--- config.mk ---
export PLATFORM = sky130hd
export DESIGN_NAME = fan_coil_zone_thermostat_core
export DESIGN_NICKNAME = d
export VERILOG_FILES = /design/src/rtl/core/fczt_pkg.sv /design/src/rtl/core/fczt_eval.sv /design/src/rtl/core/fan_coil_zone_thermostat_core.sv
export SDC_FILE = /design/constraint.sdc
export NUM_CORES = 1
export LEC_CHECK = 0
export BUFFER_PORTS_ARGS = -buffer_cell sky130_fd_sc_hd__buf_2
export CORE_ASPECT_RATIO = 1.5
export CORE_MARGIN = 2
export CORE_UTILIZATION = 50
export DETAILED_ROUTE_END_ITERATION = 8
export PLACE_DENSITY = 0.73
export SLEW_MARGIN = 20
export SYNTH_ARGS = -nofsm -noshare
export SYNTH_HDL_FRONTEND = slang
export SYNTH_SLANG_ARGS = --single-unit
--- constraint.sdc ---
create_clock -name aclk -period 11.5 [get_ports aclk]
set_clock_uncertainty 0.1 [all_clocks]
set_input_delay 1.15 -clock aclk [delete_from_list [all_inputs] [get_ports aclk]]
set_output_delay 1.15 -clock aclk [all_outputs]
set_load 0.05 [all_outputs]
--- src/rtl/core/fczt_pkg.sv ---
// ----------------------------------------------------------------------------
// Fan-coil zone thermostat package
// Shared request and result types, zone state, configuration and helpers.
// ----------------------------------------------------------------------------
package fczt_pkg;

    localparam int ZONES_DEFAULT = 4;

    // Configuration register indexes.
    localparam logic [1:0] CFG_AWAY_OFFSET    = 2'd0;
    localparam logic [1:0] CFG_EMPTY_COOL_REF = 2'd1;
    localparam logic [1:0] CFG_EMPTY_HEAT_REF = 2'd2;

    localparam logic [7:0] AWAY_OFFSET_RST    = 8'd0;
    localparam logic [6:0] EMPTY_COOL_REF_RST = 7'd26;
    localparam logic [6:0] EMPTY_HEAT_REF_RST = 7'd18;

    // Zone mode codes.
    localparam logic [1:0] ZMODE_EMPTY = 2'd0;
    localparam logic [1:0] ZMODE_AWAY  = 2'd1;
    localparam logic [1:0] ZMODE_STAY  = 2'd2;

    // Air-conditioner status codes.
    localparam logic [1:0] AC_ON  = 2'd1;
    localparam logic [1:0] AC_OFF = 2'd2;

    // Fan speeds.
    localparam logic [1:0] FAN_OFF  = 2'd0;
    localparam logic [1:0] FAN_LOW  = 2'd1;
    localparam logic [1:0] FAN_MID  = 2'd2;
    localparam logic [1:0] FAN_HIGH = 2'd3;

    // Gap thresholds in tenths of a degree.
    localparam logic [11:0] GAP_SMALL_MAX = 12'd9;
    localparam logic [11:0] GAP_MID_MIN   = 12'd20;
    localparam logic [11:0] GAP_HIGH_MIN  = 12'd30;

    typedef struct packed {
        logic [1:0] zone;
        logic       immediate;
        logic       timer_due;
        logic [7:0] set_code;
        logic [7:0] room_code;
        logic       cooling;
        logic       simultaneous;
        logic [1:0] occupancy;
        logic [1:0] schedule_bits;
        logic       sensor_switch;
        logic [1:0] fan_override;
    } req_t;

    typedef struct packed {
        logic [1:0] zone_out;
        logic       acted;
        logic [1:0] fan_speed;
        logic [1:0] zone_mode;
        logic [1:0] aircon_status;
        logic       mode_changed;
    } rsp_t;

    typedef struct packed {
        logic [1:0] speed;
        logic [1:0] mode;
        logic [1:0] status;
        logic [1:0] reported;
    } zone_state_t;

    typedef struct packed {
        logic [7:0] away_offset;
        logic [6:0] empty_cool_ref;
        logic [6:0] empty_heat_ref;
    } cfg_t;

    // Temperature code to tenths of a degree: degrees times ten, plus five if the half bit is set.
    function automatic logic [10:0] tenths(input logic [7:0] code);
        logic [10:0] deg;
        deg = {4'd0, code[6:0]};
        return (deg << 3) + (deg << 1) + (code[7] ? 11'd5 : 11'd0);
    endfunction

    // Whole degrees to tenths.
    function automatic logic [10:0] deg_tenths(input logic [6:0] deg);
        logic [10:0] d;
        d = {4'd0, deg};
        return (d << 3) + (d << 1);
    endfunction

    // A forced speed replaces any running speed; a stopped fan stays stopped.
    function automatic logic [1:0] fan_drive(input logic [1:0] speed,
                                             input logic [1:0] ovr);
        return (ovr == FAN_OFF || speed == FAN_OFF) ? speed : ovr;
    endfunction

endpackage

--- src/rtl/core/fczt_eval.sv ---
// ----------------------------------------------------------------------------
// Fan-coil zone evaluation
// Combinational control decision for one zone request against its state.
// ----------------------------------------------------------------------------
module fczt_eval (
    input  fczt_pkg::req_t        req,
    input  fczt_pkg::zone_state_t zs_cur,
    input  fczt_pkg::cfg_t        cfg,
    output fczt_pkg::zone_state_t zs_next,
    output logic                  acted,
    output logic                  mode_changed
);
    import fczt_pkg::*;

    logic        is_away;
    logic        is_off;
    logic        is_empty;
    logic [10:0] set_t;
    logic [10:0] room_t;
    logic [10:0] ref_t;
    logic [10:0] offs;
    logic [10:0] dem;
    logic [10:0] exc;
    logic [11:0] gap;
    logic        gap_pos;
    logic        gap_neg;
    logic        gap_big;
    logic [1:0]  band;
    logic [1:0]  ovr;

    assign acted = (req.immediate || req.timer_due) && (req.simultaneous || req.cooling);
    assign ovr   = req.fan_override;

    // Occupancy, schedule and the sensor switch select the control style.
    always_comb begin
        is_away  = 1'b0;
        is_off   = 1'b0;
        is_empty = 1'b0;
        priority if (req.occupancy[1]) begin
            if (req.schedule_bits[1]) begin
                is_away = 1'b1;
            end else if (!req.sensor_switch) begin
                is_off = 1'b1;
            end
        end else if (req.occupancy[0]) begin
            if (req.sensor_switch) begin
                is_away = 1'b1;
            end else begin
                is_off = 1'b1;
            end
        end else begin
            if (req.schedule_bits[0]) begin
                is_away = 1'b1;
            end else begin
                is_empty = 1'b1;
            end
        end
    end

    assign set_t  = tenths(req.set_code);
    assign room_t = tenths(req.room_code);
    assign ref_t  = deg_tenths(req.cooling ? cfg.empty_cool_ref : cfg.empty_heat_ref);
    assign offs   = is_away ? {3'd0, cfg.away_offset} : 11'd0;

    // Demand minus excess; in cooling a warm room is the demand.
    always_comb begin
        if (is_empty) begin
            dem = req.cooling ? room_t : ref_t;
            exc = req.cooling ? ref_t : room_t;
        end else begin
            dem = req.cooling ? room_t : set_t;
            exc = (req.cooling ? set_t : room_t) + offs;
        end
    end

    assign gap     = {1'b0, dem} - {1'b0, exc};
    assign gap_neg = gap[11];
    assign gap_pos = !gap[11] && (gap != 12'd0);
    assign gap_big = gap_pos && (gap > GAP_SMALL_MAX);

    always_comb begin
        priority if (gap >= GAP_HIGH_MIN) begin
            band = FAN_HIGH;
        end else if (gap >= GAP_MID_MIN) begin
            band = FAN_MID;
        end else begin
            band = FAN_LOW;
        end
    end

    always_comb begin
        zs_next = zs_cur;
        if (acted) begin
            priority if (is_off) begin
                zs_next.mode  = ZMODE_EMPTY;
                zs_next.speed = fan_drive(FAN_OFF, ovr);
            end else if (is_empty) begin
                zs_next.mode = ZMODE_EMPTY;
                if (gap_big) begin
                    zs_next.status = AC_ON;
                    zs_next.speed  = fan_drive(FAN_HIGH, ovr);
                end else if (!gap_pos) begin
                    if (gap_neg) begin
                        zs_next.speed = fan_drive(FAN_OFF, ovr);
                    end
                    zs_next.status = AC_OFF;
                end
            end else begin
                zs_next.mode = is_away ? ZMODE_AWAY : ZMODE_STAY;
                if (gap_big) begin
                    if (is_away) begin
                        zs_next.status = zs_cur.status | AC_ON;
                    end
                    zs_next.speed = fan_drive(band, ovr);
                end else if (gap_pos) begin
                    if (is_away) begin
                        zs_next.status = AC_OFF;
                    end
                    if (zs_cur.speed != FAN_OFF) begin
                        zs_next.speed = fan_drive(FAN_LOW, ovr);
                    end
                end else if (gap_neg) begin
                    zs_next.speed = fan_drive(FAN_OFF, ovr);
                end
            end
            zs_next.reported = zs_next.mode;
        end
    end

    assign mode_changed = acted && (zs_next.mode != zs_cur.reported);

endmodule

--- src/rtl/core/fan_coil_zone_thermostat_core.sv ---
// ----------------------------------------------------------------------------
// Fan-coil zone thermostat core
// Evaluates one zone request per cycle unless stalled; keeps per-zone fan and mode state.
// ----------------------------------------------------------------------------
// Pipeline: a request accepted into the input register is evaluated out of
// it, and its result is registered in the result register.
// Throughput: one request per cycle while the result side is not stalled,
// limited by the single evaluation stage.
// Reset: synchronous active-low aresetn clears both stages, the zone state and
// loads the configuration reset values; no clearing pass is needed.
module fan_coil_zone_thermostat_core #(
    parameter int ZONES = fczt_pkg::ZONES_DEFAULT
) (
    input  logic            aclk,
    input  logic            aresetn,
    // Request channel.
    input  logic            s_valid,
    output logic            s_ready,
    input  fczt_pkg::req_t  s_data,
    // Result channel.
    output logic            m_valid,
    input  logic            m_ready,
    output fczt_pkg::rsp_t  m_data,
    // Configuration writes.
    input  logic            cfg_we,
    input  logic [1:0]      cfg_addr,
    input  logic [7:0]      cfg_wdata
);
    import fczt_pkg::*;

    // Index width for the zone state arrays; extended zone keeps room for
    // the range check against ZONES itself.
    localparam int ZIDX_W = (ZONES > 1) ? $clog2(ZONES) : 1;
    localparam int ZEXT_W = ZIDX_W + 2;

    // Configuration registers. They must be written only while the core is idle (not enforced).
    cfg_t cfg_reg;

    always_ff @(posedge aclk) begin
        if (!aresetn) begin
            cfg_reg.away_offset    <= AWAY_OFFSET_RST;
            cfg_reg.empty_cool_ref <= EMPTY_COOL_REF_RST;
            cfg_reg.empty_heat_ref <= EMPTY_HEAT_REF_RST;
        end else if (cfg_we) begin
            unique case (cfg_addr)
                CFG_AWAY_OFFSET:    cfg_reg.away_offset    <= cfg_wdata;
                CFG_EMPTY_COOL_REF: cfg_reg.empty_cool_ref <= cfg_wdata[6:0];
                CFG_EMPTY_HEAT_REF: cfg_reg.empty_heat_ref <= cfg_wdata[6:0];
                default: ;
            endcase
        end
    end

    // Input stage. A request is held here while its zone is evaluated; it
    // moves on whenever the result register is empty or being drained, so a
    // new request can enter in the same cycle.
    req_t req_reg;
    logic req_valid_reg;
    logic advance;

    assign advance = req_valid_reg && (!m_valid || m_ready);
    assign s_ready = !req_valid_reg || advance;

    always_ff @(posedge aclk) begin
        if (!aresetn) begin
            req_valid_reg <= 1'b0;
        end else if (s_ready) begin
            req_valid_reg <= s_valid;
        end
    end

    always_ff @(posedge aclk) begin
        if (s_valid && s_ready) begin
            req_reg <= s_data;
        end
    end

    // Zone state. The state is written at the same edge that loads the
    // result register, so the next request, even for the same zone, already
    // sees the update. No forwarding is needed.
    zone_state_t         zs_reg [ZONES];
    zone_state_t         zs_cur;
    zone_state_t         zs_next;
    logic [ZEXT_W-1:0]   zone_ext;
    logic [ZIDX_W-1:0]   zidx;
    logic                zone_ok;
    logic                eval_acted;
    logic                eval_changed;

    assign zone_ext = ZEXT_W'(req_reg.zone);
    assign zidx     = zone_ext[ZIDX_W-1:0];
    assign zone_ok  = zone_ext < ZEXT_W'(ZONES);

    always_comb begin
        if (zone_ok) begin
            zs_cur = zs_reg[zidx];
        end else begin
            zs_cur = '0;
        end
    end

    fczt_eval u_eval (
        .req          (req_reg),
        .zs_cur       (zs_cur),
        .cfg          (cfg_reg),
        .zs_next      (zs_next),
        .acted        (eval_acted),
        .mode_changed (eval_changed)
    );

    always_ff @(posedge aclk) begin
        if (!aresetn) begin
            for (int i = 0; i < ZONES; i++) begin
                zs_reg[i] <= '0;
            end
        end else if (advance && zone_ok) begin
            zs_reg[zidx] <= zs_next;
        end
    end

    // Result register. A zone beyond the configured count reports zeros apart from its zone number.
    rsp_t rsp_next;
    rsp_t rsp_reg;
    logic rsp_valid_reg;

    always_comb begin
        rsp_next          = '0;
        rsp_next.zone_out = req_reg.zone;
        if (zone_ok) begin
            rsp_next.acted         = eval_acted;
            rsp_next.fan_speed     = zs_next.speed;
            rsp_next.zone_mode     = zs_next.mode;
            rsp_next.aircon_status = zs_next.status;
            rsp_next.mode_changed  = eval_changed;
        end
    end

    always_ff @(posedge aclk) begin
        if (!aresetn) begin
            rsp_valid_reg <= 1'b0;
        end else if (advance) begin
            rsp_valid_reg <= 1'b1;
        end else if (m_ready) begin
            rsp_valid_reg <= 1'b0;
        end
    end

    always_ff @(posedge aclk) begin
        if (advance) begin
            rsp_reg <= rsp_next;
        end
    end

    assign m_valid = rsp_valid_reg;
    assign m_data  = rsp_reg;

endmodule

==> impl_metrics.toml <==
[pwr]
powerDensity_nw_per_um2 = 145.9
seqPwrFrac = 0.398
p_sw_frac = 0.3358
internal_power_uw = 680.1
ir_drop_mv = 0.1152
total_power_uw = 1024
p_switching_uw = 343.8
p_clk_frac = 0.284
combPwrFrac = 0.318
power.leakage_uw = 0.002931

[final_layout]
fillers = 1079
nets = 741
num_antenna_cells = 0
syn_to_final_growth_pct = 11.29
largest_register_ffs = 32
layout.cells.most_common_list = "71 x edfxtp_1, 55 x buf_2, 52 x nand2_1"
fin_area_um2 = 7020
final_common_cell = "edfxtp_1"
multi_input_area_um2 = 3462
regArea_um2 = 2653
drive_above_1_share = 0.1773

[sta]
fmax_mhz = 166.3
max_slew_margin = 0.3658
tightestPinTransition_ns = 0.9514
grt_setup_unrepaired = "no"
drv_slew = 0
min_period_ns = 6.014
hold_viol_final = 0
setup-tns-final_ns = 0
whs_ns = 0.3747
setup_viol = 0
period_share = 0.5229

[logic_synthesis]
syn_avg_cell_area_um2 = 10.43
ys_ff_latch = 97
ys_top_cells_by_area = "edfxtp_1 34%, dfxtp_1 8.3%, ha_1 7.3%, mux2i_1 4.9%, nor2b_1 3.3%"
ys_types = 79
synth-edff-count = 71
synth.cell_area_um2 = 6309
synthArstFlopShare = 0
yosys_warnings = 0
ys.flop_type = "edfxtp_1"
yosysSeqAreaShare = 0.4205
synth_top_cell_by_area = "edfxtp_1"
syn-num-nets = 691
synth_top_area_frac = 0.3380
netlist_instances = 605

[clock_tree]
hold_buffers = 0
numClockSinks = 97
clock_latency_ns = 0.35
cts_buffers = 9
cts_max_level = 3
cts_tree = "built"
post_cts_resized = 0
clockRootBuffer = "clkbuf_16"
path_clk_slew_ns = 0.07
clock_path_buffers = 2
cts_setup_buffers = 0

[worst_hold_path]
hp-class = "flip-flop to flip-flop"

[floorplan]
row_count = 50
start_util = 0.5093
die_h_um = 141.6
pin_count = 56
core_area_um2 = 12390
dieArea_um2 = 13550
die_w_um = 95.72

[setup_path]
worstSetupPathType = "flip-flop to flip-flop"
end_kind = "flip-flop"
required_ns = 11.48
path_max_fanout = 5
arrival_ns = 6.00
startpoint_type = "flip-flop"

[placement]
place.gp.congestion = 0.9510
place_hpwl_um = 11190
io_buffers = 55
dpl_cell_area_um2 = 6731

[outcome]
status = "completed"

[flow_run]
cap_violations = 0

[routing]
drt_wl_total_um = 15040
dr_wl_met2_um = 8325
wl_per_cell_um = 18.43
viasPerCell = 5.919
routed.top_layer = "met4"
via_count = 4830
drtIter0Drc = 298
drc = 0
ant_nets = 0
met3_length_um = 622
wl_met1_um = 5641
drtPass1Iterations = 5

[global_route]
antenna_found_initial = 0
grt_max_degree = 46
grt_util_all_layers = 0.2339
grt_pass1_vias = 4962
grt_overflow = 0
grt_first_pass_wirelength_um = 24070
-- area by class of cell --
| cell class | instances | share of cell area |
|---|---|---|
| clock inverter | 6 | 0.007129 |
| inverter | 29 | 0.01551 |
| clock buffer | 10 | 0.03404 |
| timing repair buffer | 60 | 0.04456 |
| tap | 156 | 0.02780 |
| multi-input combinational | 458 | 0.4931 |
| sequential | 97 | 0.3778 |
-- metrics by stage --
| stage | util | cells | setup WS, ns |
|---|---|---|---|
| 2_1_floorplan | - | 605 | 6.028 |
| 3_3_place_gp | 0.5434 | 800 | 5.721 |
| 3_5_place_dp | 0.5434 | 800 | 5.577 |
| 4_1_cts | 0.5668 | 816 | 5.499 |
| 5_1_grt | 0.5668 | 816 | 4.969 |
| 6_report | 0.5668 | 816 | 5.486 |
-- worst max-delay path, cell delays in order (launching register included) --
cell and delay [ns]:
edfxtp_1 0.44, ha_1 0.25, fa_1 0.42, a21o_1 0.20, a21oi_1 0.23, xnor2_1 0.11
and2_1 0.18, a21o_1 0.16, ha_1 0.34, or2_2 0.13, a21oi_1 0.06, a21oi_1 0.31
xnor3_1 0.27, o221a_2 0.25, o22a_1 0.18, ha_1 0.34, a2111oi_0 0.42, nand2b_1 0.12
a31oi_2 0.22, o2111a_1 0.30, o21ai_0 0.14, a311oi_2 0.49, nor3_1 0.10
-- synth_stat cells, drive strengths merged, types with 10 or more instances --
cell	n
nand3	10
nor2	49
o21ai	30
nor3	13
edfxtp	71
ha	37
dfxtp	26
a21oi	38
a21o	15
inv	28
nor2b	33
mux2i	31
xnor2	19
nand2	52
clkbuf	16
-- logic make-up (layout without fill, tap and decap cells) --
kind of cell	count (synthesis)	in the layout	synth area share
compound gates	151	151	0.1767
xor+xnor	29	29	0.04244
fa+ha+maj	42	42	0.08925
buf+inv	50	105	0.03153
flops	97	97	0.4205
mux	48	48	0.09441
simple gates	188	188	0.1452
-- power groups by stage --
stage	Combinational, uW	Sequential, uW	Clock, uW
2_1_floorplan	250	418	0
3_3_place_gp	312	415	0
3_5_place_dp	321	416	0
4_1_cts	324	408	294
5_1_grt	358	409	306
6_report	326	408	290
-- metal layers --
| layer | GRT usage | up-vias |
|---|---|---|
| li1 | - | 2343 |
| met3 | 0.03558 | 33 |
| met1 | 0.2557 | 2323 |
| met5 | 0 | - |
| met4 | 0.1015 | 0 |
| met2 | 0.4347 | 131 |
-- worst paths after layout --
kind / from / endpoint / slack (ns) / depth (start not counted)
setup / recovery: req_reg[16] / zs_reg[2][6] / 5.49 / 22
hold / removal: cfg_reg[10] / cfg_reg[10] / 0.37 / 2
setup reg to reg: req_reg[16] / zs_reg[2][6] / 5.49 / 22
hold reg to reg: cfg_reg[10] / cfg_reg[10] / 0.37 / 2
No activity file was read; power rests on OpenSTA's default activity.
